$ cat config.mk
export PLATFORM = sky130hd
export DESIGN_NAME = adaptive_dram_column_prefetcher
export DESIGN_NICKNAME = d
export VERILOG_FILES = /design/src/sv/adcp_pkg.sv /design/src/sv/adcp_ctrl.sv /design/src/sv/adcp_datapath.sv /design/src/sv/adaptive_dram_column_prefetcher.sv
export SDC_FILE = /design/constraint.sdc
export NUM_CORES = 1
export LEC_CHECK = 0
export BUFFER_PORTS_ARGS = -buffer_cell sky130_fd_sc_hd__buf_2
export CORE_ASPECT_RATIO = 1.2
export CORE_MARGIN = 4
export CORE_UTILIZATION = 30
export DETAILED_ROUTE_END_ITERATION = 12
export MAX_ROUTING_LAYER = met4
export PLACE_DENSITY_LB_ADDON = 0.08
export SYNTH_ARGS = -nofsm -noshare
export SYNTH_HDL_FRONTEND = slang
export SYNTH_SLANG_ARGS = --single-unit
$ cat constraint.sdc
create_clock -name clk -period 5.45 [get_ports clk]
set_input_delay 0.2725 -clock clk [delete_from_list [all_inputs] [get_ports clk]]
set_output_delay 0.2725 -clock clk [all_outputs]
set_load 0.005 [all_outputs]
$ cat src/sv/adcp_pkg.sv
// Shared types, constants and column gather/scatter helpers for the
// adaptive DRAM column prefetcher. No dependencies.
package adcp_pkg;

  localparam int ADCP_COLUMNS_PER_ROW = 64;
  localparam int ADDR_W   = 48;
  localparam int COL_W    = 6;
  localparam int LEVEL_W  = 6;
  localparam int CNT_W    = 32;
  localparam int IN_DATA_W  = 56;
  localparam int IN_USER_W  = 2;
  localparam int OUT_DATA_W = 48;
  localparam int CFG_IDX_W  = 1;
  localparam int CFG_DATA_W = 32;

  localparam logic [LEVEL_W-1:0] MAX_LEVEL_RESET = 6'd4;
  localparam logic [CNT_W-1:0]   PERIOD_RESET    = 32'd1000;

  // action codes
  localparam logic [1:0] ACT_ACCESS = 2'd0;
  localparam logic [1:0] ACT_FILL   = 2'd1;
  localparam logic [1:0] ACT_TICK   = 2'd2;

  // configuration register indexes
  localparam logic [CFG_IDX_W-1:0] REG_MAX_LEVEL = 1'd0;
  localparam logic [CFG_IDX_W-1:0] REG_PERIOD    = 1'd1;

  typedef struct packed {
    logic in_ready;
    logic cfg_ready;
    logic emit;
    logic div_step;
    logic emitting;
  } cmd_t;

  typedef struct packed {
    logic run_start;
    logic div_start;
    logic out_free;
    logic run_last;
    logic div_last;
    logic run_empty;
    logic in_pending;
  } status_t;

  // column bit 0 sits at address bit 7, bits 1..5 at address bits 12..16
  function automatic logic [COL_W-1:0] gather_column(input logic [ADDR_W-1:0] addr);
    return {addr[16:12], addr[7]};
  endfunction

  function automatic logic [ADDR_W-1:0] scatter_column(input logic [ADDR_W-1:0] addr,
                                                       input logic [COL_W-1:0]  col);
    logic [ADDR_W-1:0] res;
    res        = addr;
    res[7]     = col[0];
    res[16:12] = col[5:1];
    return res;
  endfunction

endpackage

$ cat src/sv/adcp_ctrl.sv
// Controller state machine of the column prefetcher: sequences prefetch runs
// and the period remainder recompute. Depends on adcp_pkg.
module adcp_ctrl (
  input  logic            clk,
  input  logic            rst,
  input  adcp_pkg::status_t status,
  output adcp_pkg::cmd_t    cmd
);
  import adcp_pkg::*;

  localparam logic [1:0] ST_IDLE = 2'd0;
  localparam logic [1:0] ST_EMIT = 2'd1;
  localparam logic [1:0] ST_DIV  = 2'd2;

  logic [1:0] state;
  logic [1:0] state_next;

  always_comb begin
    cmd.in_ready  = (state == ST_IDLE);
    cmd.cfg_ready = (state == ST_IDLE) && !status.in_pending;
    cmd.emitting  = (state == ST_EMIT);
    cmd.emit      = (state == ST_EMIT) && status.out_free;
    cmd.div_step  = (state == ST_DIV);
  end

  always_comb begin
    state_next = state;
    unique case (state)
      ST_IDLE: begin
        priority if (status.div_start) state_next = ST_DIV;
        else if (status.run_start)     state_next = ST_EMIT;
      end
      ST_EMIT: begin
        if (status.out_free && status.run_last) state_next = ST_IDLE;
      end
      ST_DIV: begin
        if (status.div_last) state_next = ST_IDLE;
      end
      default: state_next = ST_IDLE;
    endcase
  end

  always_ff @(posedge clk) begin
    if (rst) begin
      state <= ST_IDLE;
    end else begin
      state <= state_next;
    end
  end

endmodule

$ cat src/sv/adcp_datapath.sv
// Datapath of the column prefetcher: config registers, feedback counters,
// tick phase with a bit-serial remainder unit, run registers and output stage.
// Depends on adcp_pkg.
module adcp_datapath #(
  parameter int COLUMNS_PER_ROW = adcp_pkg::ADCP_COLUMNS_PER_ROW
) (
  input  logic                               clk,
  input  logic                               rst,
  input  adcp_pkg::cmd_t                     cmd,
  output adcp_pkg::status_t                  status,
  input  logic                               s_axis_tvalid,
  input  logic [adcp_pkg::IN_DATA_W-1:0]     s_axis_tdata,
  input  logic [adcp_pkg::IN_USER_W-1:0]     s_axis_tuser,
  output logic                               m_axis_tvalid,
  input  logic                               m_axis_tready,
  output logic [adcp_pkg::OUT_DATA_W-1:0]    m_axis_tdata,
  output logic                               m_axis_tlast,
  input  logic                               cfg_valid,
  input  logic [adcp_pkg::CFG_IDX_W-1:0]     cfg_index,
  input  logic [adcp_pkg::CFG_DATA_W-1:0]    cfg_data
);
  import adcp_pkg::*;

  localparam logic [COL_W:0] LIMIT = (COL_W+1)'(COLUMNS_PER_ROW - 1);

  // config and feedback state
  logic [LEVEL_W-1:0] max_level;
  logic [CNT_W-1:0]   period_ticks;
  logic [LEVEL_W-1:0] aggression;
  logic [CNT_W-1:0]   tick_count;
  logic [CNT_W-1:0]   phase;
  logic [CNT_W-1:0]   useful_count;
  logic [CNT_W-1:0]   evict_count;
  logic [CNT_W-1:0]   prior_evict_count;
  logic [4:0]         div_cnt;

  // run registers
  logic [ADDR_W-1:0]  base_addr;
  logic [COL_W-1:0]   next_col;
  logic [LEVEL_W-1:0] remain;

  logic               in_acc;
  logic               cfg_acc;
  logic [ADDR_W-1:0]  in_addr;
  logic [COL_W-1:0]   in_col;
  logic [COL_W:0]     avail;
  logic [LEVEL_W-1:0] run_len;
  logic               is_access, is_fill, is_tick;

  logic [CNT_W-1:0]   tick_next;
  logic [CNT_W:0]     phase_inc;
  logic               phase_wrap;
  logic               fire;
  logic [CNT_W+1:0]   lhs;
  logic [CNT_W+2:0]   rhs;

  logic [CNT_W:0]     rem_sh;
  logic [CNT_W-1:0]   rem_next;

  assign in_acc    = s_axis_tvalid && cmd.in_ready;
  assign cfg_acc   = cfg_valid && cmd.cfg_ready;
  assign in_addr   = s_axis_tdata[ADDR_W-1:0];
  assign is_access = (s_axis_tuser == ACT_ACCESS);
  assign is_fill   = (s_axis_tuser == ACT_FILL);
  assign is_tick   = (s_axis_tuser == ACT_TICK);

  // run length: columns between the accessed one and the last column of the row, capped by aggression
  always_comb begin
    in_col  = gather_column(in_addr);
    avail   = ({1'b0, in_col} < LIMIT) ? (LIMIT - (COL_W+1)'(1) - {1'b0, in_col}) : '0;
    run_len = (avail > {1'b0, aggression}) ? aggression : avail[LEVEL_W-1:0];
  end

  // tick phase tracks tick_count mod period_ticks
  always_comb begin
    tick_next  = tick_count + CNT_W'(1);
    phase_inc  = {1'b0, phase} + (CNT_W+1)'(1);
    phase_wrap = (tick_next == '0) || (phase_inc == {1'b0, period_ticks});
    fire       = (period_ticks != '0) && phase_wrap;
    lhs        = {prior_evict_count, 2'b00};
    rhs        = {1'b0, useful_count, 2'b00} + (CNT_W+3)'(useful_count);
  end

  // one restoring remainder step, MSB of tick_count first
  always_comb begin
    rem_sh   = {phase, tick_count[~div_cnt]};
    rem_next = (rem_sh >= {1'b0, period_ticks}) ? CNT_W'(rem_sh - {1'b0, period_ticks})
                                                : rem_sh[CNT_W-1:0];
  end

  always_comb begin
    status.run_start  = in_acc && is_access && (run_len != '0);
    status.run_empty  = in_acc && is_access && (run_len == '0);
    status.div_start  = cfg_acc && (cfg_index == REG_PERIOD) && (cfg_data != '0);
    status.out_free   = !m_axis_tvalid || m_axis_tready;
    status.run_last   = (remain == LEVEL_W'(1));
    status.div_last   = (div_cnt == 5'd31);
    status.in_pending = s_axis_tvalid;
  end

  // config, counters and phase
  always_ff @(posedge clk) begin
    if (rst) begin
      max_level         <= MAX_LEVEL_RESET;
      period_ticks      <= PERIOD_RESET;
      aggression        <= '0;
      tick_count        <= '0;
      phase             <= '0;
      useful_count      <= '0;
      evict_count       <= '0;
      prior_evict_count <= '0;
      div_cnt           <= '0;
    end else begin
      if (cfg_acc) begin
        unique case (cfg_index)
          REG_MAX_LEVEL: max_level <= cfg_data[LEVEL_W-1:0];
          REG_PERIOD: begin
            period_ticks <= cfg_data;
            phase        <= '0;
            div_cnt      <= '0;
          end
          default: ;
        endcase
      end
      if (cmd.div_step) begin
        phase   <= rem_next;
        div_cnt <= div_cnt + 5'd1;
      end
      if (in_acc) begin
        if (is_access && s_axis_tdata[48] && (useful_count != '1)) begin
          useful_count <= useful_count + CNT_W'(1);
        end
        if (is_fill && s_axis_tdata[49] && s_axis_tdata[50] && s_axis_tdata[51]
            && (evict_count != '1)) begin
          evict_count <= evict_count + CNT_W'(1);
        end
        if (is_tick) begin
          tick_count <= tick_next;
          phase      <= phase_wrap ? '0 : phase_inc[CNT_W-1:0];
          if (fire) begin
            if ({1'b0, lhs} > rhs) begin
              if (aggression != '0) aggression <= aggression - LEVEL_W'(1);
            end else if (aggression < max_level) begin
              aggression <= aggression + LEVEL_W'(1);
            end
            prior_evict_count <= evict_count;
            evict_count       <= '0;
            useful_count      <= '0;
          end
        end
      end
    end
  end

  // run registers
  always_ff @(posedge clk) begin
    if (status.run_start) begin
      base_addr <= in_addr;
      next_col  <= in_col + COL_W'(1);
      remain    <= run_len;
    end else if (cmd.emit) begin
      next_col <= next_col + COL_W'(1);
      remain   <= remain - LEVEL_W'(1);
    end
  end

  // output register
  always_ff @(posedge clk) begin
    if (rst) begin
      m_axis_tvalid <= 1'b0;
    end else if (cmd.emit) begin
      m_axis_tvalid <= 1'b1;
    end else if (m_axis_tready) begin
      m_axis_tvalid <= 1'b0;
    end
  end

  always_ff @(posedge clk) begin
    if (cmd.emit) begin
      m_axis_tdata <= scatter_column(base_addr, next_col);
      m_axis_tlast <= status.run_last;
    end
  end

endmodule

$ cat src/sv/adaptive_dram_column_prefetcher.sv
// Top level of the adaptive DRAM column prefetcher: joins controller and
// datapath. Depends on adcp_pkg, adcp_ctrl and adcp_datapath.
//
// After an access transaction the controller moves to its emit state and
// m_axis_tvalid rises with the first registered prefetch; the run then
// leaves at one prefetch per cycle while the sink takes them, and the input
// stays held off until the last prefetch of the run. Fills, ticks and
// accesses with no prefetch leave the input ready. A period_ticks write with
// a nonzero value starts a bit-serial remainder of the tick counter (one bit
// a cycle); input and config hold off during it. A config write waits while
// s_axis_tvalid is high. Reset is synchronous: counters and aggression clear,
// max_level returns to 4 and period_ticks to 1000; no clearing pass is needed.
module adaptive_dram_column_prefetcher #(
  parameter int COLUMNS_PER_ROW = adcp_pkg::ADCP_COLUMNS_PER_ROW
) (
  input  logic                            clk,
  input  logic                            rst,
  // tdata: access_address[47:0], was_useful[48], fill_by_prefetch[49],
  //        evicted_valid[50], tag_nonzero[51], zero[55:52]
  input  logic                            s_axis_tvalid,
  output logic                            s_axis_tready,
  input  logic [adcp_pkg::IN_DATA_W-1:0]  s_axis_tdata,
  // tuser: action[1:0] (access, fill, tick)
  input  logic [adcp_pkg::IN_USER_W-1:0]  s_axis_tuser,
  // tdata: prefetch_address[47:0]; tlast: last_of_run
  output logic                            m_axis_tvalid,
  input  logic                            m_axis_tready,
  output logic [adcp_pkg::OUT_DATA_W-1:0] m_axis_tdata,
  output logic                            m_axis_tlast,
  // config writes: index 0 max_level, index 1 period_ticks
  input  logic                            cfg_valid,
  output logic                            cfg_ready,
  input  logic [adcp_pkg::CFG_IDX_W-1:0]  cfg_index,
  input  logic [adcp_pkg::CFG_DATA_W-1:0] cfg_data
);
  import adcp_pkg::*;

  cmd_t    cmd;
  status_t status;

  // controller: pure sequencing, all handshakes gated from its state
  adcp_ctrl u_ctrl (
    .clk    (clk),
    .rst    (rst),
    .status (status),
    .cmd    (cmd)
  );

  // datapath: every register but the controller state, and the arithmetic
  adcp_datapath #(
    .COLUMNS_PER_ROW (COLUMNS_PER_ROW)
  ) u_datapath (
    .clk           (clk),
    .rst           (rst),
    .cmd           (cmd),
    .status        (status),
    .s_axis_tvalid (s_axis_tvalid),
    .s_axis_tdata  (s_axis_tdata),
    .s_axis_tuser  (s_axis_tuser),
    .m_axis_tvalid (m_axis_tvalid),
    .m_axis_tready (m_axis_tready),
    .m_axis_tdata  (m_axis_tdata),
    .m_axis_tlast  (m_axis_tlast),
    .cfg_valid     (cfg_valid),
    .cfg_index     (cfg_index),
    .cfg_data      (cfg_data)
  );

  assign s_axis_tready = cmd.in_ready;
  assign cfg_ready     = cmd.cfg_ready;

  // a nonzero period write must lock out input while the remainder runs
  a_div_blocks_input: assert property (@(posedge clk) disable iff (rst)
    status.div_start |=> !s_axis_tready && !cfg_ready)
    else $error("input open during remainder recompute");

  // no new run may start while one is still emitting
  a_emit_has_work: assert property (@(posedge clk) disable iff (rst)
    cmd.emitting |-> !status.run_start)
    else $error("new run started while emitting");

  // an access with no prefetch leaves the output stage alone
  a_empty_run_quiet: assert property (@(posedge clk) disable iff (rst)
    status.run_empty && !m_axis_tvalid |=> !m_axis_tvalid)
    else $error("prefetch emitted for an empty run");

  // a run ends with the block back at the input
  a_last_returns: assert property (@(posedge clk) disable iff (rst)
    cmd.emit && status.run_last |=> s_axis_tready)
    else $error("controller did not return after last prefetch");

endmodule
# Word level (Yosys, flattened, before mapping)
# Index checks and enable logic that the tools add are counted.
dict set report totals {
  reg_bits 321
  in_bits 96
  elab_cells 123
  out_inout_bits 52
}
dict set report op_classes {
  n_mux 34
  n_bitwise 2
  n_lt_le_gt_ge 6
  eq_ne 13
  n_addsub 13
  n_reduce_logical 39
}
# operator count
set ops {}
lappend ops {{32-bit two-way mux} 13}
lappend ops {{32-bit by 1-bit adder with 32-bit output (second input constant)} 3}
lappend ops {{32-bit inequality test (second input constant)} 2}
lappend ops {{32-bit nonzero test} 2}
lappend ops {{6-bit two-way mux} 8}
lappend ops {{34-bit by 32-bit adder with 35-bit output} 1}
lappend ops {{34-bit by 35-bit greater-than comparator with 1-bit output} 1}
lappend ops {{32-bit by 1-bit adder with 33-bit output (second input constant)} 1}
lappend ops {{33-bit by 32-bit == test with 1-bit output} 1}
lappend ops {{33-bit by 32-bit >= comparator with 1-bit output} 1}
lappend ops {{32-bit logical NOT} 1}
lappend ops {{32-bit subtractor} 1}
lappend ops {{6-bit by 1-bit adder with 6-bit output (second input constant)} 3}
lappend ops {{1-bit logical AND} 16}
lappend ops {{5-bit two-way mux} 3}
lappend ops {{6-bit nonzero test} 2}
lappend ops {{6-bit by 1-bit subtractor with 6-bit output (second input constant)} 2}
lappend ops {{2-bit nonzero test} 5}
lappend ops {{2-bit two-way mux} 4}
lappend ops {{2-bit AND reduction} 4}
lappend ops {{7-bit by 6-bit greater-than comparator with 1-bit output} 1}
lappend ops {{7-bit two-way mux} 1}
lappend ops {{6-bit by 6-bit subtractor with 7-bit output (first input constant)} 1}
lappend ops {{6-bit by 1-bit == test with 1-bit output (second input constant)} 1}
lappend ops {{other kinds (20)} 29}

# Depth between registers and ports, before layout
# Gate-level depths: netlist of run 1.
dict set report logic_depth {
  ltp_word 9
  ltp_mapped 30
  mapped_depth_nobuf 30
}

# Cells and area by module
# Synthesis of run 1 repeated with hierarchy kept, for this count alone.
dict set report unflattened {
  hier_cells 2195
  hier_area_um2 19517.5
}
# mod instances area_each_um2 cells_per_inst seq_area_each_um2
set modules_own_cells {}
lappend modules_own_cells {adcp_datapath 1 19392.3 2181 7297.0}
lappend modules_own_cells {adcp_ctrl 1 125.1 14 40.0}

# Worst setup path after synthesis of run 1
# No wires, ideal clock.
dict set report synth_path {
  path_kind {flip-flop to flip-flop}
  startpoint {register u_datapath.useful_count[0]}
  endpoint {register u_datapath.aggression[5]}
  slack_ns -0.383
  setup_ns 0.059
  synth_period_minus_slack_ns 5.833
  stages_incl_launch_ff 31
  arrival_time_ns 5.774
  n_path_buf 0
  cell_sequence {dfxtp_1 -> ha_1 -> fa_1 -> a211oi_1 -> o211ai_1 -> a31oi_1 -> o31a_1 -> o21a_1 -> o21ai_0 -> o21a_1 -> o22ai_1 -> o21ai_0 -> xnor2_1 -> ha_1 -> a21o_1 -> a21oi_1 -> o211ai_1 -> mux2i_1 -> a21oi_1 -> o21ai_0 -> a211oi_1 -> ha_1 -> a21o_1 -> a21oi_1 -> nor2b_1 -> o21ai_0 -> nand2b_1 -> nor2b_1 -> mux2i_1 -> or4_1 -> nand2_1}
}
dict set report synth_between {
  elab_chain_cells 4
}
# element line
set synth_rtl {}
lappend synth_rtl {{start: declaration} adcp_datapath.sv:32} ;# logic [CNT_W-1:0] useful_count;
lappend synth_rtl {{start signal: assignment} adcp_datapath.sv:131} ;# useful_count <= useful_count + CNT_W'(1);
lappend synth_rtl {{34-bit by 32-bit adder with 35-bit output *} adcp_datapath.sv:81} ;# rhs = {1'b0, useful_count, 2'b00} + (CNT_W+3)'(useful_count);
lappend synth_rtl {{34-bit by 35-bit greater-than comparator with 1-bit output *} adcp_datapath.sv:141} ;# if ({1'b0, lhs} > rhs) begin
lappend synth_rtl {{2-bit inequality test (no line) / 2-bit nonzero test (equally long branches)} -}
lappend synth_rtl {{5-bit AND reduction (no line)} -}
lappend synth_rtl {{end signal: assignment} adcp_datapath.sv:142} ;# if (aggression != '0) aggression <= aggression - LEVEL_W'(1);
lappend synth_rtl {{end signal: assignment} adcp_datapath.sv:144} ;# aggression <= aggression + LEVEL_W'(1);
lappend synth_rtl {{end: declaration} adcp_datapath.sv:29} ;# logic [LEVEL_W-1:0] aggression;
# Every way passes the cells marked *; elsewhere a longest branch is shown, timed or not.
# A chain may end at the register's enable or synchronous reset.

# Final worst setup path of run 1
dict set report layout_path {
  startpoint {register u_datapath.useful_count[2]}
  endpoint {register u_datapath.aggression[5]}
}
# The elaborated chain is that of the path after synthesis.

==> results of run 1 <==
## cells by family after synthesis
logic type | after synthesis | synth area share [%]
adders and majority gates | 123 | 7.877
buffers and inverters | 201 | 4.368
DFF | 315 | 37.01
AOI/OAI and AO/OA | 449 | 14.63
xor gates and xnor gates | 208 | 9.259
muxes | 89 | 5.226
and+or+nand+nor | 867 | 21.63
## through the flow
step	instances	cell area (sq um)
4_1_cts	3341	23830
3_3_place_gp	3198	21760
3_5_place_dp	3198	21760
5_1_grt	3346	23950
2_1_floorplan	2252	19840
6_report	3346	23950
## Yosys cell counts (all sizes together) (18+ instances only)
cell type	instances
a31oi	25
ha	120
nand3	79
xor2	102
nand4	58
nor3	67
edfxtp	103
and3	51
and2	18
o211ai	23
inv	88
buf	47
nor4	36
a211oi	18
a21o	46
nor2	235
nand2	211
or3	19
clkbuf	66
a21oi	142
o21ai	78
nand2b	29
dfxtp	212
xnor2	105
mux2i	63
## sequential cells by signal, indices dropped and copies added (netlist names), 2 cells and up
name	count
u_datapath.next_col	6
u_datapath.max_level	6
u_ctrl.state	2
u_datapath.useful_count	32
u_datapath.m_axis_tdata	48
u_datapath.phase	32
u_datapath.tick_count	32
u_datapath.prior_evict_count	32
u_datapath.aggression	6
u_datapath.base_addr	42
u_datapath.evict_count	32
u_datapath.div_cnt	5
u_datapath.period_ticks	32
u_datapath.remain	6
## worst paths after layout
| path | startpoint | to | slack [ns] | depth (start not counted) |
|---|---|---|---|---|
| worst max-delay path | u_datapath.useful_count[2] | u_datapath.aggression[5] | -0.02 | 30 |
| worst min-delay path | m_axis_tready | u_datapath.m_axis_tvalid | 0.04 | 3 |
| worst max register to register | u_datapath.useful_count[2] | u_datapath.aggression[5] | -0.02 | 30 |
| worst min register to register | u_datapath.base_addr[30] | u_datapath.m_axis_tdata[30] | 0.42 | 0 |
## where the power goes
| group | internal, mW | switching, mW |
|---|---|---|
| Clock | 1.57 | 1.10 |
| Combinational | 0.535 | 0.665 |
| Sequential | 2.48 | 0.0909 |
## layout make-up
type / count / share of cell area, %
Timing Repair Buffer: 305 / 8.995
Inverter: 88 / 1.379
Antenna cell: 1 / 0.01045
Clock inverter: 19 / 0.8985
Sequential cell: 315 / 30.66
Tap cell: 832 / 4.346
Clock buffer: 50 / 4.540
Multi-Input combinational cell: 1736 / 49.17
## critical path, delay by kind of cell, from the launching register on
family | cells | cell delay [ns]
adder cells (fa/ha/maj) | 4 | 1.10
AND/OR/NAND/NOR | 5 | 0.73
AO/OA/AOI/OAI | 19 | 3.02
multiplexers | 1 | 0.09
XOR/XNOR | 1 | 0.13
flip-flops | 1 | 0.33
## what timing repair did
item,4_1_cts,5_1_grt
pin swaps,22,20
hold buffers,70,0
setup buffers,4,4
hold endpoints to repair,74,0
gates resized for setup,12,21
endpoints found under the setup margin,2,5
## routing by layer
layer,share of wire (%),GRT usage (%)
met3,4.4,2.694
met2,47,30.32
met5,0,-
met1,46,22.94
met4,2.6,4.979
==> metrics.md, run 1 <==
| Metric | Value |
|---|---|
| Primary flip-flop cell chosen by synthesis mapping | `dfxtp_1` |
| Fin util | `36.87%` |
| Fill cell instance count of the final layout | `6602` |
| Fraction of synthesized cell area taken by the top area cell type | `21.41%` |
| Final ANT Viol Nets | `0` |
| Number of CTS-inserted buffers | `39` |
| Ratio of cells with drive above 1 in the final layout | `15.24%` |
| Dpl ws | `-0.2912 ns` |
| Number of nets in the layout | `2704` |
| Post-route setup slack | `-0.02006 ns` |
| CP Max Fanout | `3` |
| Final worst path period share | `100.4%` |
| Max Buffers Root-to-Sink | `3` |
| HPWL after detailed placement | `around 47000 microns` |
| Achievable clock frequency | `0.1828 GHz` |
| Max cap viols | `0` |
| Initial Util | `between 30% and 40%` |
| Worst slew margin relative to its limit | `a little over a third` |
| CTS H-Tree Depth | `2` |
| Antenna violations before repair | `1` |
| Tmin final | `5.470 ns` |
| Violations in the final reports | `setup timing` |
| Leftover overflow at the end of global routing | `0` |
| Port bufs | `143` |
| DRC violations left | `0` |
| Netlist area before placement | `19820 sq um` |
| Wire per inst | `approximately 19 microns` |
| Cell seen most often among critical-path stages | `o21ai_1` |
| P_leak | `~9.6 nW` |
| Number of vias after detailed routing | `between 15k and 20k` |
| Syn Inst Count | `between 2k and 2.5k` |
| Initial drt markers | `between 800 and 900` |
| Maximum VDD drop | `approximately 0.19 mV` |
| Count of pins on the block boundary | `~150` |
| GRT Util Overall | `18.08%` |
| Ranking of synthesized cells by area | `dfxtp_1 (21%), edfxtp_1 (16%), ha_1 (7.6%), xnor2_1 (4.6%), xor2_1 (4.5%)` |
| Root buffer cell | `clkbuf_16` |
| DIE AREA | `70270 sq um` |
| Net count after synthesis | `2471` |
| Largest area contributor in the netlist | `dfxtp_1` |
| RSZ-0062 raised after global routing | `yes` |
| Die extent in x | `roughly 240 microns` |
| Number of hold violations in the final report | `0` |
| Yosys cell types | `85` |
| Vias in the first global route | `between 15k and 20k` |
| Largest stage delay on the critical path | `just under 0.4 ns` |
| Maximum number of pins on one net before global-route repair | `55` |
| Number of slew-limit violations in the final report | `0` |
| First-pass GRT wire length | `99140 microns` |
| Clock network latency to the later pin of the worst-skew pair | `0.58 ns` |
| Portion of the post-synthesis area used by sequential elements | `a little under two fifths` |
| Synthesis-to-layout area growth | `20.82%` |
| Worst Skew | `0.02524 ns` |
| Worst EP required | `5.96 ns` |
| TritonCTS clock tree | `yes` |
| Total clock sinks | `between 300 and 400` |
| Most common cell after layout, fill and taps aside | `nor2_1` |
| Number of vias per cell after detailed routing | `5.249` |
| Chip Height | `289.6 microns` |
| Area of combinational cells with multiple inputs | `11780 sq um` |
| Max stage delay cell, worst path | `or4_1` |
| Number of enable flip-flop cells after synthesis | `103` |
| Worst Path Arrival | `around 6.0 ns` |
| Avg Synthesized Cell Area | `8.803 sq um` |
| Number of synthesized register bits | `315` |
| Initial DRT Pass Iterations | `5` |
| Total Negative Setup Slacks | `-0.02006 ns` |
| Highest-count cells in the layout ignoring fill and taps | `nor2_1 (233), nand2_1 (209), dfxtp_1 (209)` |
| Transition at the pin with the smallest max-transition slack | `0.9498 ns` |
| Register Area | `7343 sq um` |
| Std-Cell Rows | `102` |
| Share of flip-flops with an asynchronous set or reset after synthesis | `0%` |
| Post-Route Hold Slack | `approximately 0.040 ns` |
| Clock transition at path regs | `roughly 0.060 ns` |
| Warning count from the yosys run | `0` |
| Setup crit end kind | `flip-flop` |
| Post-Route WL | `64120 microns` |
| Total power of the final layout | `~6.4 mW` |
| Count of final setup violators | `1` |
| Area of the core | `approximately 65000 sq um` |
| Worst setup path class | `flip-flop to flip-flop` |
| Final Wtd Congestion | `roughly 0.88` |
| Critical path launch point type | `flip-flop` |
| Power density over the cells | `268.8 nW/um^2` |
| Class of the most critical hold timing path | `input pin to flip-flop` |
| Outcome | `finished, violations left` |
Power figures use the tool's default switching activity.
==> run 2: changes to the inputs <==
- ABC_AREA: default -> 1
==> run 2 against run 1 <==
  * Synthesized cell count is 42% higher
  * Non-clock buffer count down 49
  * The run now ends clean
  * Sequential share of layout area decreased by 2.1 points
  * Area after synthesis grew 8.7%
  * Critical path type unchanged
  * Power increased by 10%
  * Routed wire length up 24%
  * Combinational power grew 25%
==> metrics.md, run 2 <==
| Metric | Value |
|---|---|
| Worst Path Arrival | `5.52 ns (-0.46 ns)` |
| First-pass GRT wire length | `121200 microns (+22%)` |
| Post-Route WL | `79620 microns (+24%)` |
| Number of CTS-inserted buffers | `41 (+5.1%)` |
| Warning count from the yosys run | `0 (unchanged)` |
| Reg-to-reg setup timing slack | `0.38 ns (+0.40 ns)` |
| Leftover overflow at the end of global routing | `0 (unchanged)` |
| Worst setup path class | `flip-flop to flip-flop` |
| Outcome | `completed` |
| Number of synthesized register bits | `315 (unchanged)` |
| Clock transition at path regs | `0.06 ns (about the same)` |
| Tmin final | `5.067 ns (-0.4029 ns)` |
| Port bufs | `143 (unchanged)` |
| Total clock sinks | `315 (unchanged)` |
| Worst slew margin relative to its limit | `27.05% (-8.8 points)` |
| RSZ-0062 raised after global routing | `no` |
| Worst hold path depth | `3 (unchanged)` |
| Top register by number of flip-flops | `u_datapath.m_axis_tdata` |
| Primary flip-flop cell chosen by synthesis mapping | `dfxtp_1` |
| Vias in the first global route | `21.08k (+21%)` |
| Initial DRT Pass Iterations | `6 (+1)` |
| Yosys cell types | `51 (-40%)` |
| Maximum VDD drop | `0.4006 mV (+110%)` |
| Initial drt markers | `1312 (+47%)` |
| Share of flip-flops with an asynchronous set or reset after synthesis | `0% (unchanged)` |
| Antenna violations before repair | `6 (+5)` |
| Fin util | `36.10% (-0.77 points)` |
| Fraction of synthesized cell area taken by the top area cell type | `19.69% (-1.7 points)` |
| Flip-flop count of the largest register, all copies and words added | `48 (unchanged)` |
| Final ANT Viol Nets | `0 (unchanged)` |
| Highest-count cells in the layout ignoring fill and taps | `nand2_1 (746), inv_1 (499), nor2_1 (332)` |
| Class of the most critical hold timing path | `input pin to flip-flop` |
| Die extent in x | `252.7 microns (+4.1%)` |
| Total Negative Setup Slacks | `0 ns (+0.02006 ns)` |
| P_leak | `11.92 nW (+25%)` |
| Startpoint of the most critical hold path | `cfg_data[27]` |
| Final worst path period share | `92.97% (-7.4 points)` |
| Wire per inst | `18.18 microns (-5.1%)` |
| Cell seen most often among critical-path stages | `nand2_1` |
| TritonCTS clock tree | `yes` |
| Portion of the post-synthesis area used by sequential elements | `34.05% (-3.0 points)` |
| CP Max Fanout | `4 (+1)` |
| Chip Height | `301.6 microns (+4.1%)` |
| Number of slew-limit violations in the final report | `0 (unchanged)` |
| CTS H-Tree Depth | `2 (unchanged)` |
| Achievable clock frequency | `0.1974 GHz (+8.0%)` |
| Number of enable flip-flop cells after synthesis | `103 (unchanged)` |
| Syn Inst Count | `3195 (+42%)` |
| Netlist area before placement | `21550 sq um (+8.7%)` |
| Number of nets in the layout | `3639 (+35%)` |
| Ranking of synthesized cells by area | `dfxtp_1 (20%), edfxtp_1 (14%), nand2_1 (13%), inv_1 (8.8%), ha_1 (7.0%)` |
| Number of vias after detailed routing | `21.44k (+22%)` |
| Area of the core | `71090 sq um (+9.4%)` |
| DRC violations left | `0 (unchanged)` |
| Leading cell types by count after synthesis | `nand2_1 (747), inv_1 (503), nor2_1 (334)` |
| Critical path launch point type | `flip-flop` |
| Ratio of cells with drive above 1 in the final layout | `9.968% (-5.3 points)` |
| Synthesis-to-layout area growth | `19.10%` |
| Std-Cell Rows | `107 (+4.9%)` |
| Largest area contributor in the netlist | `dfxtp_1` |
| Clock network latency to the later pin of the worst-skew pair | `0.57 ns (about the same)` |
| Buffering stage count on the worst path with inverters included | `6 (+6)` |
| Number of vias per cell after detailed routing | `4.896 (-6.7%)` |
| Max cap viols | `0 (unchanged)` |
| Final Wtd Congestion | `0.9386 (+6.2%)` |
| Largest stage delay on the critical path | `0.42 ns (+0.03 ns)` |
| Count of final setup violators | `0 (-1)` |
| Power density over the cells | `277.1 nW/um^2 (+3.1%)` |
| Worst EP required | `5.91 ns (-0.05 ns)` |
| Initial Util | `30.31% (-0.20 points)` |
| Root buffer cell | `clkbuf_16` |
| Max stage delay cell, worst path | `fa_1` |
| GRT Util Overall | `21.01% (+2.9 points)` |
| R2R depth | `37 (+23%)` |
| Most frequent cell after synthesis | `nand2_1` |
| Transition at the pin with the smallest max-transition slack | `1.093 ns (+0.1433 ns)` |
| Critical R2R Launch | `u_datapath.useful_count[0]` |
| Avg Synthesized Cell Area | `6.745 sq um (-23%)` |
| Number of hold violations in the final report | `0 (unchanged)` |
| Most common cell after layout, fill and taps aside | `nand2_1` |
| Worst Skew | `0.01697 ns (-0.008275 ns)` |
| Setup repair bufs after CTS | `0 (-4)` |
| Net count after synthesis | `3414 (+38%)` |
| Count of pins on the block boundary | `148 (unchanged)` |
| Max Buffers Root-to-Sink | `3 (unchanged)` |
| Maximum number of pins on one net before global-route repair | `77 (+40%)` |
| Category of cells accounting for the largest share of critical-path delay | `compound AO/OA/AOI/OAI gates` |
| Critical register-to-register path endpoint | `u_datapath.aggression[5]` |
| Setup crit end kind | `flip-flop` |
| Endpoint, Worst Hold | `u_datapath.period_ticks[27]` |
| HPWL after detailed placement | `61940 microns (+30%)` |
| Largest regs | `u_datapath.m_axis_tdata: 48 flops, u_datapath.base_addr: 42 flops` |
| DIE AREA | `76200 sq um (+8.4%)` |
==> run 2: final cells by class <==
class | instances | area [sq um]
timing repair buffer | 256 | 1707
fill | 7666 | 45420
antenna | 2 | 5.005
multi-input combinational | 2297 | 12050
tap | 926 | 1159
clock buffer | 53 | 1161
inverter | 509 | 1912
clock inverter | 21 | 340.3
sequential | 315 | 7337
==> run 2: worst max-delay path by stage <==
stage | from | end | cells after the start | slack [ns]
2_1_floorplan | u_datapath.useful_count[4] | u_datapath.aggression[5] | 34 | 0.58
3_3_place_gp | u_datapath.useful_count[2] | u_datapath.aggression[5] | 35 | 0.05
3_5_place_dp | u_datapath.useful_count[0] | u_datapath.aggression[5] | 37 | 0.05
4_1_cts | u_datapath.useful_count[2] | u_datapath.aggression[5] | 35 | 0.02
5_1_grt | u_datapath.useful_count[0] | u_datapath.aggression[5] | 37 | 0.01
6_report | u_datapath.useful_count[0] | u_datapath.aggression[5] | 37 | 0.38
==> run 2: where the power goes <==
| group | total, mW | internal, mW | switching [mW] |
|---|---|---|---|
| logic | 1.50 | 0.476 | 1.02 |
| registers | 2.61 | 2.52 | 0.0894 |
| clock network | 3.01 | 1.85 | 1.16 |
| total | 7.11 | 4.85 | 2.27 |
==> run 2: logic make-up after synthesis <==
group,count (synthesis),share of synthesized area (%)
AO/OA/AOI/OAI,573,14.17
XOR/XNOR,118,4.831
adder cells (fa/ha/maj),123,7.246
buffers and inverters,583,10.31
flip-flops,315,34.05
multiplexers,1,0.04645
AND/OR/NAND/NOR,1482,29.36
==> run 2: per-layer routing <==
layer | global-route usage (%) | vias to the layer above | share of wire [%]
met2 | 36.41 | 507 | 49
li1 | - | 10850 | -
met5 | - | - | 0
met1 | 24.93 | 9951 | 43
met4 | 8.296 | 0 | 4.4
met3 | 2.467 | 129 | 3.9
==> run 2: per-stage QoR <==
stage,cell area (sq um),std cells,setup slack [ns],total power [mW],hold slack (ns)
after global placement,23600,4251,0.04755,4.099,0.4005
final,25670,4379,0.3829,7.113,0.04625
after CTS,25630,4377,0.01605,7.216,0.0002072
after global routing,25670,4379,0.01215,7.474,0.008990
after floorplan,21550,3195,0.5767,3.561,0.3714
after detailed placement,23600,4251,0.04875,4.101,0.4045
==> run 2: worst register-to-register path, delay by kind of cell, from the launching register on <==
family / cells / cell delay, ns
AOI/OAI and AO/OA: 9 / 1.38
xor gates and xnor gates: 2 / 0.38
adders and majority gates: 4 / 1.22
buffers and inverters: 6 / 0.41
DFF: 1 / 0.34
and+or+nand+nor: 16 / 1.24
==> run 2: timing repair <==
| item | 4_1_cts | 5_1_grt |
|---|---|---|
| hold buffers | 52 | 0 |
| pin swaps | 0 | 3 |
| gates resized for setup | 1 | 11 |
| hold endpoints to repair | 52 | 0 |
| setup endpoints to repair | 1 | 1 |
